File: config.mk
export PLATFORM = sky130hd
export DESIGN_NAME = tpcv_result
export DESIGN_NICKNAME = d
export VERILOG_FILES = /design/src/rtl/tpcv_pkg.sv /design/src/rtl/tpcv_result.sv
export SDC_FILE = /design/constraint.sdc
export NUM_CORES = 1
export LEC_CHECK = 0
export BUFFER_PORTS_ARGS = -buffer_cell sky130_fd_sc_hd__buf_4
export CORE_AREA = 2 2 263 265
export DETAILED_ROUTE_END_ITERATION = 8
export DIE_AREA = 0 0 265 267
export PLACE_DENSITY_LB_ADDON = 0.2
export SYNTH_ARGS = -nofsm -noshare
export SYNTH_HDL_FRONTEND = slang
export SYNTH_SLANG_ARGS = --single-unit
File: constraint.sdc
create_clock -name aclk -period 2.9 [get_ports aclk]
set_input_delay 0.145 -clock aclk [delete_from_list [all_inputs] [get_ports aclk]]
set_output_delay 0.145 -clock aclk [all_outputs]
set_load 0.01 [all_outputs]
File: src/rtl/tpcv_pkg.sv
// Shared types, constants and the CRC-32 byte update for the table package validator.
// Used by every module of the block; depends on nothing else.
`timescale 1ns / 1ps

package tpcv_pkg;

    // Package layout and limits.
    localparam int NUM_TABLES        = 9;
    localparam int MAX_PACKAGE_BYTES = 65536;
    localparam int HEADER_BYTES      = 32;
    localparam int DIR_ENTRY_BYTES   = 16;
    localparam int DIR_END           = HEADER_BYTES + NUM_TABLES * DIR_ENTRY_BYTES;
    localparam int HDR_WORDS         = 8;
    localparam int HDR_CAPTURE_BYTES = 32;
    localparam int ZERO_FIELD_AT     = 28;
    localparam int ENTRY_WORD_BYTES  = 16;

    // Widths derived from the layout.
    localparam int POS_W  = $clog2(MAX_PACKAGE_BYTES + 1);
    localparam int ENT_W  = (NUM_TABLES > 1) ? $clog2(NUM_TABLES) : 1;
    localparam int IDX_W  = 4;
    localparam int MASK_W = 9;

    // CRC-32 constants (reflected form).
    localparam logic [31:0] CRC_POLY = 32'hEDB88320;
    localparam logic [31:0] CRC_INIT = 32'hFFFFFFFF;

    // Configuration register indexes.
    localparam int CFG_IDX_W = 4;
    typedef enum logic [CFG_IDX_W-1:0] {
        REG_MAGIC   = 4'd0,
        REG_VERSION = 4'd1
    } cfg_reg_t;

    // Error codes in priority order.
    typedef enum logic [2:0] {
        ERR_OK      = 3'd0,
        ERR_SHORT   = 3'd1,
        ERR_MAGIC   = 3'd2,
        ERR_VERSION = 3'd3,
        ERR_SIZE    = 3'd4,
        ERR_COUNT   = 3'd5,
        ERR_CRC     = 3'd6,
        ERR_DIR     = 3'd7
    } err_t;

    typedef logic [HDR_WORDS-1:0][31:0]  hdr_words_t;
    typedef logic [NUM_TABLES-1:0][31:0] tbl_words_t;

    // Input item.
    typedef struct packed {
        logic [7:0] data_byte;
        logic       last_byte;
    } in_item_t;

    // Result item.
    typedef struct packed {
        logic [IDX_W-1:0]  table_index;
        logic [31:0]       entry_crc;
        err_t              error_code;
        logic              package_valid;
        logic [IDX_W-1:0]  bad_entry;
        logic [MASK_W-1:0] present_mask;
        logic [31:0]       hdr_version;
        logic [31:0]       declared_total_size;
        logic [31:0]       declared_table_count;
        logic [31:0]       declared_payload_crc;
        logic [31:0]       declared_package_crc;
        logic              final_item;
    } out_item_t;

    // Running state of one package as seen by the checker.
    typedef struct packed {
        logic [POS_W-1:0] pos;
        logic             overflow;
        hdr_words_t       header;
        tbl_words_t       dir_id;
        tbl_words_t       dir_off;
        tbl_words_t       dir_sz;
        tbl_words_t       dir_crc;
        logic [31:0]      pkg_crc;
        logic [31:0]      pay_crc;
        tbl_words_t       tbl_crc;
    } scan_stat_t;

    // Verdict of one package, held while its result items drain.
    typedef struct packed {
        err_t                  err;
        logic [IDX_W-1:0]      bad;
        logic [NUM_TABLES-1:0] mask;
        tbl_words_t            tcrc;
        logic [31:0]           fv;
        logic [31:0]           tot;
        logic [31:0]           cnt;
        logic [31:0]           pcrc;
        logic [31:0]           kcrc;
    } verdict_t;

    // One byte of reflected CRC-32, bit at a time.
    function automatic logic [31:0] crc32_byte(input logic [31:0] crc, input logic [7:0] b);
        logic [31:0] c;
        c = crc ^ {24'd0, b};
        for (int k = 0; k < 8; k++) begin
            c = (c >> 1) ^ (CRC_POLY & {32{c[0]}});
        end
        return c;
    endfunction

endpackage

File: src/rtl/tpcv_result.sv
// Result buffer: holds one package verdict and hands out one result item per table.
// Depends on tpcv_pkg.
`timescale 1ns / 1ps

module tpcv_result (
    input  logic                  aclk,
    input  logic                  aresetn,
    input  logic                  load_i,
    input  tpcv_pkg::verdict_t    verdict_i,
    output logic                  free_o,
    output logic                  m_valid,
    input  logic                  m_ready,
    output tpcv_pkg::out_item_t   m_payload
);
    import tpcv_pkg::*;

    verdict_t         verdict_reg;
    logic             busy_reg;
    logic [ENT_W-1:0] cnt_reg;
    logic             last_item;

    assign last_item = cnt_reg == ENT_W'(NUM_TABLES - 1);
    assign free_o    = !busy_reg || (m_ready && last_item);
    assign m_valid   = busy_reg;

    // Item sequencer.
    always_ff @(posedge aclk) begin
        if (!aresetn) begin
            busy_reg <= 1'b0;
            cnt_reg  <= '0;
        end else if (load_i) begin
            busy_reg <= 1'b1;
            cnt_reg  <= '0;
        end else if (busy_reg && m_ready) begin
            if (last_item) begin
                busy_reg <= 1'b0;
            end
            cnt_reg <= cnt_reg + ENT_W'(1);
        end
    end

    // Verdict payload.
    always_ff @(posedge aclk) begin
        if (load_i) begin
            verdict_reg <= verdict_i;
        end
    end

    // Result item fields.
    always_comb begin
        m_payload.table_index          = IDX_W'(cnt_reg);
        m_payload.entry_crc            = verdict_reg.tcrc[cnt_reg];
        m_payload.error_code           = verdict_reg.err;
        m_payload.package_valid        = verdict_reg.err == ERR_OK;
        m_payload.bad_entry            = verdict_reg.bad;
        m_payload.present_mask         = MASK_W'(verdict_reg.mask);
        m_payload.hdr_version          = verdict_reg.fv;
        m_payload.declared_total_size  = verdict_reg.tot;
        m_payload.declared_table_count = verdict_reg.cnt;
        m_payload.declared_payload_crc = verdict_reg.pcrc;
        m_payload.declared_package_crc = verdict_reg.kcrc;
        m_payload.final_item           = last_item;
    end

endmodule

==> results by group <==
Clock network
  – Clk_lat worst skew: 0.59 ns
  – Clk pin slew, worst setup/hold paths: 0.06 ns
  – Htree depth: 2
  – CTS Buffer Depth: 3
  – Root Driver: clkbuf_16
  – TritonCTS clock tree: done
  – Post-cts sizing count: 0
  – Clock Sink Count: 469
  – CTS Buf Count: 54

Timing
  – Fin. Hold Viols: 0
  – # setup viols final: 0
  – Max frequency: 376 MHz
  – Final Cycle Share: 91.8%
  – Relative slew slack: 54.3%
  – Clk_skew: 0.0183 ns
  – Tmin final: 2.66 ns
  – Sum Neg Setup Slack: 0 ns
  – Tightest Pin Transition: 0.685 ns
  – Fin Hold WS: 0.0965 ns
  – RSZ-0062 raised after global routing: false
  – Slew Viols, Final: 0

Route
  – Highest Signal Layer: met4
  – Total routed wirelength: 56,200 µm
  – Routed wire per std cell: 19.4 µm
  – WL met2: 29,900 µm
  – Via count: 11,800
  – Drt pass-1 iters: 5
  – DR iter-0 viols: 613
  – Avg Vias per Cell: 4.08
  – Met3 WL: 3260 µm
  – Final ANT Viol Nets: 0
  – # DRC: 0
  – WL met1: 21,800 µm

Placed design
  – RD Place Congestion: 0.780
  – Placed Instances: 2,320
  – IO buf count: 683
  – Area after DPL: 23,000 µm²
  – Dpl hpwl: 39,200 µm

Status
  – Status: finished, final reports clean

Synthesis
  – Top-count cell post-synth: edfxtp_1
  – Yosys warns: 0
  – Synth Register Bits: 469
  – Share of flip-flops with an asynchronous set or reset: 0%
  – Unique masters post-synth: 30
  – Commonest cells in the netlist: edfxtp_1 (464), buf_4 (179), mux2_2 (64)
  – Syn Area/Cell: 19.3 µm²
  – Syn Inst Count: 928
  – Area share of the largest cell type after synthesis: 78.0%
  – EDFF count, synth: 464
  – Ys flop type: edfxtp_1
  – Post-synthesis sequential area ratio: 78.5%
  – Mapped cell area: 17,900 µm²
  – Mapped Nets: 1,398
  – Synth area leader: edfxtp_1
  – Area contributors post-synth: edfxtp_1 (78%), buf_4 (7.5%), mux2_2 (4.0%)

Floorplan
  – Die area: 70,800 µm²
  – Die Ht: 267 µm
  – DIE WIDTH: 265 µm
  – Core Region: 68,000 µm²
  – I/O pin count: 684
  – Num rows: 96
  – Initial Util: 26.3%

Worst setup path
  – CP max FO: 19
  – Worst setup EP type: output pin
  – Setup CP Type: reg2out
  – Worst EP arrival: 2.52 ns
  – Critical Path RT: 2.76 ns
  – Crit start category: register

Power
  – PwrDens: 580 nW/µm²
  – Maximum VDD drop: 0.560 mV
  – Pleak: 11.6 nW
  – Pwr Total: 17.1 mW

Cells and area
  – Area grow syn2layout: 65.0%
  – Finished Layout Cells: 2,897
  – Cell area after layout: 29,500 µm²
  – Nets: 2,436
  – Max reg flops: 288
  – Share of cells above drive strength 1: 45.0%

Flow run
  – Max-cap violations: 0

Global routing
  – Initial antenna violation count: 8
  – GRT Overall Usage: 15.4%
  – Largest net degree at the start of global routing: 71
  – First-pass GRT wire length: 81,400 µm
  – Gr ovfl total: 0
  – Vias in the first global route: 13,300

Hold path
  – Min-Delay Path Class: in2reg
==> per-stage QoR <==
stage	worst slack, ns	utilization (%)
finish	0.237	43.4
global route	0.0916	43.4
CTS	0.128	43.4
detailed placement	0.653	33.8
global placement	0.680	33.8
floorplan	1.22	-
==> repair_timing <==
action	4_1_cts	5_1_grt
endpoints found under the hold margin	469	0
hold buffers	467	0
setup buffers	5	0
setup endpoints to repair	1	0
==> placed cells by master (no fill, tap or decap), types with 3 or more instances in the layout <==
master	netlist	layout
mux2_2	64	64
diode_2	0	4
buf_4	179	714
bufinv_16	0	6
nand2_1	35	34
nand3_1	3	3
nor2_1	34	34
dlygate4sd3_1	0	467
o31ai_1	32	32
dfxtp_2	0	3
clkbuf_16	0	57
clkbuf_1	5	5
o22ai_1	32	32
clkinv_1	0	17
edfxtp_1	464	464
buf_12	1	9
clkinvlp_4	0	5
mux4_2	30	30
inv_1	3	3
clkinv_2	0	8
==> cell type report <==
class | count | area [µm²]
Timing Repair Buffer | 1191 | 10200
Inverter | 3 | 11.3
Clock buffer | 62 | 1450
Sequential cell | 469 | 14000
Clock inverter | 39 | 348
Fill cell | 6165 | 38500
Tap cell | 882 | 1100
Antenna cell | 4 | 10.0
Multi-Input combinational cell | 247 | 2300
==> logic make-up after synthesis <==
logic type,count (synthesis),share of synthesized area (%)
compound gates,69,2.63
simple gates,78,1.80
xor+xnor,2,0.0981
buf+inv,212,8.68
flops,469,78.5
mux,96,8.11
fa+ha+maj,2,0.140
==> final timing paths <==
path / slack [ns] / depth (start not counted) / startpoint / end
min reg2reg: 0.60 / 2 / m_valid$_SDFFE_PN0P_ / cnt_reg[1]$_SDFFE_PP0P_
max reg2reg: 0.76 / 7 / cnt_reg[1]$_SDFFE_PP0P_ / m_valid$_SDFFE_PN0P_
min: 0.1 / 1 / load_i / m_payload[161]$_DFFE_PP_
max: 0.24 / 6 / cnt_reg[1]$_SDFFE_PP0P_ / m_payload[185]
==> critical path, cell delays in order, from the launching register on <==
cell and delay (ns):
dfxtp_2 0.36, buf_4 0.34, buf_4 0.34, mux4_2 0.23, nor2_1 0.05, o31ai_1 0.39
buf_4 0.20
==> report_power, final <==
| part | switching [mW] | internal, mW |
|---|---|---|
| Sequential | 0.162 | 8.05 |
| Clock | 2.82 | 4.09 |
| Combinational | 0.720 | 1.27 |
==> layer usage <==
metal	vias to the layer above	global-route usage, %
met2	418	28.0
met4	0	4.41
li1	5485	-
met3	83	3.33
met5	-	0
met1	5843	18.1
Power figures use the tool's default switching activity.
