[src/rtl/tpcv_pkg.sv]
// Shared types, constants and the CRC-32 byte update for the table package validator.
// Used by every module of the block; depends on nothing else.
`timescale 1ns / 1ps

package tpcv_pkg;

    // Package layout and limits.
    localparam int NUM_TABLES        = 9;
    localparam int MAX_PACKAGE_BYTES = 65536;
    localparam int HEADER_BYTES      = 32;
    localparam int DIR_ENTRY_BYTES   = 16;
    localparam int DIR_END           = HEADER_BYTES + NUM_TABLES * DIR_ENTRY_BYTES;
    localparam int HDR_WORDS         = 8;
    localparam int HDR_CAPTURE_BYTES = 32;
    localparam int ZERO_FIELD_AT     = 28;
    localparam int ENTRY_WORD_BYTES  = 16;

    // Widths derived from the layout.
    localparam int POS_W  = $clog2(MAX_PACKAGE_BYTES + 1);
    localparam int ENT_W  = (NUM_TABLES > 1) ? $clog2(NUM_TABLES) : 1;
    localparam int IDX_W  = 4;
    localparam int MASK_W = 9;

    // CRC-32 constants (reflected form).
    localparam logic [31:0] CRC_POLY = 32'hEDB88320;
    localparam logic [31:0] CRC_INIT = 32'hFFFFFFFF;

    // Configuration register indexes.
    localparam int CFG_IDX_W = 4;
    typedef enum logic [CFG_IDX_W-1:0] {
        REG_MAGIC   = 4'd0,
        REG_VERSION = 4'd1
    } cfg_reg_t;

    // Error codes in priority order.
    typedef enum logic [2:0] {
        ERR_OK      = 3'd0,
        ERR_SHORT   = 3'd1,
        ERR_MAGIC   = 3'd2,
        ERR_VERSION = 3'd3,
        ERR_SIZE    = 3'd4,
        ERR_COUNT   = 3'd5,
        ERR_CRC     = 3'd6,
        ERR_DIR     = 3'd7
    } err_t;

    typedef logic [HDR_WORDS-1:0][31:0]  hdr_words_t;
    typedef logic [NUM_TABLES-1:0][31:0] tbl_words_t;

    // Input item.
    typedef struct packed {
        logic [7:0] data_byte;
        logic       last_byte;
    } in_item_t;

    // Result item.
    typedef struct packed {
        logic [IDX_W-1:0]  table_index;
        logic [31:0]       entry_crc;
        err_t              error_code;
        logic              package_valid;
        logic [IDX_W-1:0]  bad_entry;
        logic [MASK_W-1:0] present_mask;
        logic [31:0]       hdr_version;
        logic [31:0]       declared_total_size;
        logic [31:0]       declared_table_count;
        logic [31:0]       declared_payload_crc;
        logic [31:0]       declared_package_crc;
        logic              final_item;
    } out_item_t;

    // Running state of one package as seen by the checker.
    typedef struct packed {
        logic [POS_W-1:0] pos;
        logic             overflow;
        hdr_words_t       header;
        tbl_words_t       dir_id;
        tbl_words_t       dir_off;
        tbl_words_t       dir_sz;
        tbl_words_t       dir_crc;
        logic [31:0]      pkg_crc;
        logic [31:0]      pay_crc;
        tbl_words_t       tbl_crc;
    } scan_stat_t;

    // Verdict of one package, held while its result items drain.
    typedef struct packed {
        err_t                  err;
        logic [IDX_W-1:0]      bad;
        logic [NUM_TABLES-1:0] mask;
        tbl_words_t            tcrc;
        logic [31:0]           fv;
        logic [31:0]           tot;
        logic [31:0]           cnt;
        logic [31:0]           pcrc;
        logic [31:0]           kcrc;
    } verdict_t;

    // One byte of reflected CRC-32, bit at a time.
    function automatic logic [31:0] crc32_byte(input logic [31:0] crc, input logic [7:0] b);
        logic [31:0] c;
        c = crc ^ {24'd0, b};
        for (int k = 0; k < 8; k++) begin
            c = (c >> 1) ^ (CRC_POLY & {32{c[0]}});
        end
        return c;
    endfunction

endpackage

[src/rtl/tpcv_scan.sv]
// Byte intake: position counter, header and directory capture, and all running CRCs.
// Depends on tpcv_pkg.
`timescale 1ns / 1ps

module tpcv_scan (
    input  logic                   aclk,
    input  logic                   aresetn,
    input  logic                   take_i,
    input  logic                   clear_i,
    input  logic [7:0]             data_i,
    output tpcv_pkg::scan_stat_t   stat_o
);
    import tpcv_pkg::*;

    logic [POS_W-1:0] pos_reg;
    logic             overflow_reg;
    hdr_words_t       header_reg;
    tbl_words_t       dir_id_reg;
    tbl_words_t       dir_off_reg;
    tbl_words_t       dir_sz_reg;
    tbl_words_t       dir_crc_reg;
    logic [31:0]      pkg_crc_reg;
    logic [31:0]      pay_crc_reg;
    tbl_words_t       tbl_crc_reg;

    logic [31:0]      pkg_crc_next;
    logic [31:0]      pay_crc_next;
    tbl_words_t       tbl_crc_next;
    logic [NUM_TABLES-1:0] tbl_hit;

    logic [31:0]      p32;
    logic [31:0]      rel;
    logic [31:0]      dir_e_full;
    logic [31:0]      dir_r;
    logic [ENT_W-1:0] dir_e;
    logic             in_range;
    logic             step;
    logic             hdr_hit;
    logic             zero_hit;
    logic             dir_hit;
    logic             pay_hit;

    // Decode where the current byte falls in the package.
    assign p32        = 32'(pos_reg);
    assign in_range   = pos_reg < POS_W'(MAX_PACKAGE_BYTES);
    assign step       = take_i && in_range;
    assign hdr_hit    = p32 < 32'(HDR_CAPTURE_BYTES);
    assign zero_hit   = hdr_hit && (p32 >= 32'(ZERO_FIELD_AT));
    assign dir_hit    = (p32 >= 32'(HEADER_BYTES)) && (p32 < 32'(DIR_END));
    assign pay_hit    = p32 >= 32'(DIR_END);
    assign rel        = p32 - 32'(HEADER_BYTES);
    assign dir_e_full = rel / DIR_ENTRY_BYTES;
    assign dir_r      = rel % DIR_ENTRY_BYTES;
    assign dir_e      = dir_e_full[ENT_W-1:0];

    // CRC updates for the whole package, the payload and each table range.
    always_comb begin
        pkg_crc_next = crc32_byte(pkg_crc_reg, zero_hit ? 8'd0 : data_i);
        pay_crc_next = crc32_byte(pay_crc_reg, data_i);
        for (int i = 0; i < NUM_TABLES; i++) begin
            tbl_hit[i] = pay_hit && (p32 >= dir_off_reg[i])
                         && ((p32 - dir_off_reg[i]) < dir_sz_reg[i]);
            tbl_crc_next[i] = crc32_byte(tbl_crc_reg[i], data_i);
        end
    end

    // Run state; cleared at reset and after every package.
    always_ff @(posedge aclk) begin
        if (!aresetn || clear_i) begin
            pos_reg      <= '0;
            overflow_reg <= 1'b0;
            header_reg   <= '0;
            pkg_crc_reg  <= CRC_INIT;
            pay_crc_reg  <= CRC_INIT;
            for (int i = 0; i < NUM_TABLES; i++) begin
                tbl_crc_reg[i] <= CRC_INIT;
            end
        end else if (take_i) begin
            if (!in_range) begin
                overflow_reg <= 1'b1;
            end else begin
                pos_reg     <= pos_reg + POS_W'(1);
                pkg_crc_reg <= pkg_crc_next;
                if (hdr_hit) begin
                    header_reg[pos_reg[4:2]][{pos_reg[1:0], 3'b000} +: 8] <= data_i;
                end
                if (pay_hit) begin
                    pay_crc_reg <= pay_crc_next;
                end
                for (int i = 0; i < NUM_TABLES; i++) begin
                    if (tbl_hit[i]) begin
                        tbl_crc_reg[i] <= tbl_crc_next[i];
                    end
                end
            end
        end
    end

    // Directory words are written before any read, so they need no reset.
    always_ff @(posedge aclk) begin
        if (step && dir_hit && (dir_r < 32'(ENTRY_WORD_BYTES))) begin
            for (int i = 0; i < NUM_TABLES; i++) begin
                if (dir_e == ENT_W'(i)) begin
                    case (dir_r[3:2])
                        2'd0:    dir_id_reg[i][{dir_r[1:0], 3'b000} +: 8]  <= data_i;
                        2'd1:    dir_off_reg[i][{dir_r[1:0], 3'b000} +: 8] <= data_i;
                        2'd2:    dir_sz_reg[i][{dir_r[1:0], 3'b000} +: 8]  <= data_i;
                        default: dir_crc_reg[i][{dir_r[1:0], 3'b000} +: 8] <= data_i;
                    endcase
                end
            end
        end
    end

    assign stat_o.pos      = pos_reg;
    assign stat_o.overflow = overflow_reg;
    assign stat_o.header   = header_reg;
    assign stat_o.dir_id   = dir_id_reg;
    assign stat_o.dir_off  = dir_off_reg;
    assign stat_o.dir_sz   = dir_sz_reg;
    assign stat_o.dir_crc  = dir_crc_reg;
    assign stat_o.pkg_crc  = pkg_crc_reg;
    assign stat_o.pay_crc  = pay_crc_reg;
    assign stat_o.tbl_crc  = tbl_crc_reg;

endmodule

[config.mk]
export PLATFORM = sky130hd
export DESIGN_NAME = tpcv_scan
export DESIGN_NICKNAME = d
export VERILOG_FILES = /design/src/rtl/tpcv_pkg.sv /design/src/rtl/tpcv_scan.sv
export SDC_FILE = /design/constraint.sdc
export NUM_CORES = 2
export LEC_CHECK = 0
export BUFFER_PORTS_ARGS = -buffer_cell sky130_fd_sc_hd__clkbuf_2
export CAP_MARGIN = 20
export CORE_AREA = 2 2 698 700
export CTS_CLUSTER_DIAMETER = 150
export DETAILED_ROUTE_END_ITERATION = 8
export DIE_AREA = 0 0 700 702
export GPL_TIMING_DRIVEN = 0
export PLACE_DENSITY = 0.4
export RECOVER_POWER = 25
export REMOVE_ABC_BUFFERS = 1
export SYNTH_ARGS = -nofsm -noshare
export SYNTH_HDL_FRONTEND = slang
export SYNTH_SLANG_ARGS = --single-unit
[constraint.sdc]
create_clock -name aclk -period 6 [get_ports aclk]
set_clock_uncertainty 0.1 [all_clocks]
set_input_delay 0.6 -clock aclk [delete_from_list [all_inputs] [get_ports aclk]]
set_output_delay 0.6 -clock aclk [all_outputs]
set_load 0.01 [all_outputs]
==> summary.md <==
| Metric | Value |
|---|---|
| RSZ-0062 raised after global routing | `yes` |
| Final wirelength | `492,000 um` |
| Post-synth EDFFs | `1,152` |
| Yosys reg bits | `1,778` |
| GP Congestion | `0.837` |
| CTS tree | `built` |
| Nets | `9,614` |
| Clk_lat worst skew | `0.97 ns` |
| Initial core utilization | `16.8%` |
| CTS H-tree lvls | `4` |
| Post-Syn Area | `0.0813 mm2` |
| Final min period | `5.86 ns` |
| Initial antenna violation count | `60` |
| Register area share after synthesis | `58.0%` |
| LEAKAGE | `40.6 nW` |
| Mapped Avg Cell Area | `11.4 um2` |
| Peak VDD IR | `0.249 mV` |
| Final Max Slew Viols | `0` |
| CP top delay family | `simple AND/OR/NAND/NOR gates` |
| Hold_ws | `0.384 ns` |
| Core Area | `0.484 mm2` |
| Most frequent cell after synthesis | `edfxtp_1` |
| Overall global routing resource usage | `19.1%` |
| Worst-margin pin slew | `1.18 ns` |
| Share of the synthesized area in the top cell type | `42.5%` |
| Max cap viols | `0` |
| CP Class | `reg -> reg` |
| Share of layout cells above drive strength 1 | `15.2%` |
| DRC viols | `0` |
| Slowest-stage cell, CP | `or4_4` |
| Post-DP HPWL | `392,000 um` |
| Global-route wire length before repair | `624,000 um` |
| CP max stage delay | `0.65 ns` |
| CTS Buf Count | `221` |
| Power density cells | `265 mW/mm2` |
| Clock sinks | `1,778` |
| Critical path required time | `6.68 ns` |
| WL/cell | `31.1 um` |
| Synth area leader | `edfxtp_1` |
| Hold Crit Class | `reg -> reg` |
| Final hold vios | `0` |
| Cells after synthesis | `7,113` |
| Placed instance count | `15,300` |
| Largest register FFs | `1,696` |
| Synth area leaders | `edfxtp_1, dfxtp_1, xnor2_1` |
| Async set-or-reset flop fraction in the synthesized netlist | `0%` |
| Buf/Inv on CP | `4` |
| Crit end category | `register` |
| Gr ovfl total | `0` |
| Pin count of the biggest net entering global routing | `80` |
| Die Y | `702 um` |
| Clock root cell | `clkbuf_16` |
| Fmax | `171 MHz` |
| Post-DRT Antenna Nets | `0` |
| Fin crit share | `97.6%` |
| CP startpoint kind | `register` |
| Num ports | `1,790` |
| Vias in the first global route | `61,200` |
| Area grow syn2layout | `33.7%` |
| CP max FO | `14` |
| Vias | `63,200` |
| Clock-pin slew on the worst setup and hold paths | `0.06 ns` |
| Die area | `0.491 mm2` |
| Final instance count without filler cells | `15,800` |
| First-pass DRT Iterations | `7` |
| Final setup vio count | `0` |
| Slew HR | `21.2%` |
| First-iteration detailed-routing DRC count | `4,532` |
| Commonest cells post-synth | `edfxtp_1, nor2_1, xnor2_1` |
| Fin Setup TNS | `0 ns` |
| CTS Buffer Depth | `4` |
| Die width | `700 um` |
| Synth unique cells | `85` |
| Input/output buffers | `1,789` |
| Most used cell along the critical path | `nand4_1` |
| DR vias/cell | `3.99` |
| Synth Flop Type | `edfxtp_1` |
| Status | `finished, final reports clean` |
| Rows | `256` |
| CP arrival | `6.54 ns` |
| YS warnings | `0` |
| Cells along the critical path | `buf_12 > ha_4 > nor2b_1 > o21ai_0 > a21boi_1 > o21ai_2 > a21oi_4 > nand4_1 > a211o_4 > nor4_4 > xnor2_1 > ha_1 > and3_2 > nand4_1 > or4_4 > nor2_4 > a2111oi_4 > o311ai_2 > buf_4 > a211oi_4 > clkbuf_16 > buf_16 > mux2i_1 > nand2_1` |
## final cells by class
class | instances | area (um2)
Clock inverter | 127 | 1480
Tap cell | 6450 | 8070
Multi-Input combinational cell | 4610 | 32400
Antenna cell | 34 | 85.1
Clock buffer | 277 | 6020
Fill cell | 52900 | 376000
Inverter | 505 | 2000
Sequential cell | 1778 | 47200
Timing Repair Buffer | 2037 | 11500
## power by group
part | total [mW] | leakage (nW) | switching [mW] | internal (mW)
Combinational | 1.76 | 22.8 | 1.12 | 0.640
Clock | 14.1 | 3.66 | 5.97 | 8.13
Sequential | 13.0 | 14.2 | 0.0243 | 13.0
## per-stage QoR
stage / power [mW] / util [%] / area (um2) / setup WS (ns)
3_5_place_dp: 15.0 / 20.8 / 101000 / -2.38
3_3_place_gp: 15.0 / 20.1 / 97400 / -17.27
4_1_cts: 29.3 / 22.6 / 109000 / 0.00285
2_1_floorplan: 14.3 / - / 80400 / -6.38
5_1_grt: 29.8 / 22.4 / 109000 / -0.0375
6_report: 28.8 / 22.4 / 109000 / 0.145
## timing repair
item / 4_1_cts / 5_1_grt
hold buffers: 4 / 0
pin swaps: 33 / 46
setup buffers: 44 / 32
gates cloned: 1 / 0
resized for setup: 113 / 81
setup endpoints to repair: 288 / 218
endpoints found under the hold margin: 29 / 0
## per-layer routing
metal  routed length (um)  global-route usage (%)  vias up
met5                    0                       0        -
met4                14500                    4.72        0
met3                34300                    4.80      436
met2               256000                    35.8     2212
met1               187000                    21.6    31600
li1                     -                       -    28900
## tightest hold or removal path, delay by kind of cell (launching register included)
family	cells	cell delay [ns]
AO/OA/AOI/OAI	1	0.06
flip-flops	1	0.32
AND/OR/NAND/NOR	1	0.07
## logic make-up (layout without fill, tap and decap cells)
family                   Yosys count  count (layout)  synth area share [%]
buffers and inverters            725            2946                  3.42
AO/OA/AOI/OAI                   1069            1069                  8.17
other                              0              34                     0
adder cells (fa/ha/maj)          449             449                  6.99
flip-flops                      1778            1778                  58.0
AND/OR/NAND/NOR                 1877            1877                  10.1
multiplexers                     152             152                  1.87
XOR/XNOR                        1063            1063                  11.5
## placed cells by master (no fill, tap or decap), types with 23 or more instances in the layout
cell          n
clkbuf_1   1198
edfxtp_1   1152
nor2_1      845
xnor2_1     724
clkbuf_2    622
dfxtp_1     609
nand2_1     532
inv_1       471
ha_1        432
a21oi_1     423
xor2_1      332
clkbuf_16   230
o211ai_1    172
mux2i_1     150
a21o_1      136
nor3_1      100
buf_4        88
nand4_1      85
o21ai_0      76
buf_16       57
buf_12       54
o21ai_1      49
nor2b_1      44
a31oi_1      42
nand2b_1     35
diode_2      34
clkinv_2     33
inv_4        32
nand3_1      32
o21a_1       30
or3_1        30
clkinv_1     28
buf_6        26
nor4_1       25
bufinv_16    23
## final timing paths
kind | from | endpoint | slack [ns] | cells past startpoint
worst max-delay path | pos_reg[1]$_SDFFE_PP0P_ | stat_o[151]$_SDFFE_PP1P_ | 0.14 | 24
worst min-delay path | stat_o[1747]$_SDFFE_PP0P_ | stat_o[1747]$_SDFFE_PP0P_ | 0.38 | 2
worst max register to register | pos_reg[1]$_SDFFE_PP0P_ | stat_o[151]$_SDFFE_PP1P_ | 0.14 | 24
worst min register to register | stat_o[1747]$_SDFFE_PP0P_ | stat_o[1747]$_SDFFE_PP0P_ | 0.38 | 2
Note: power is estimated with default switching activity, not from simulation.
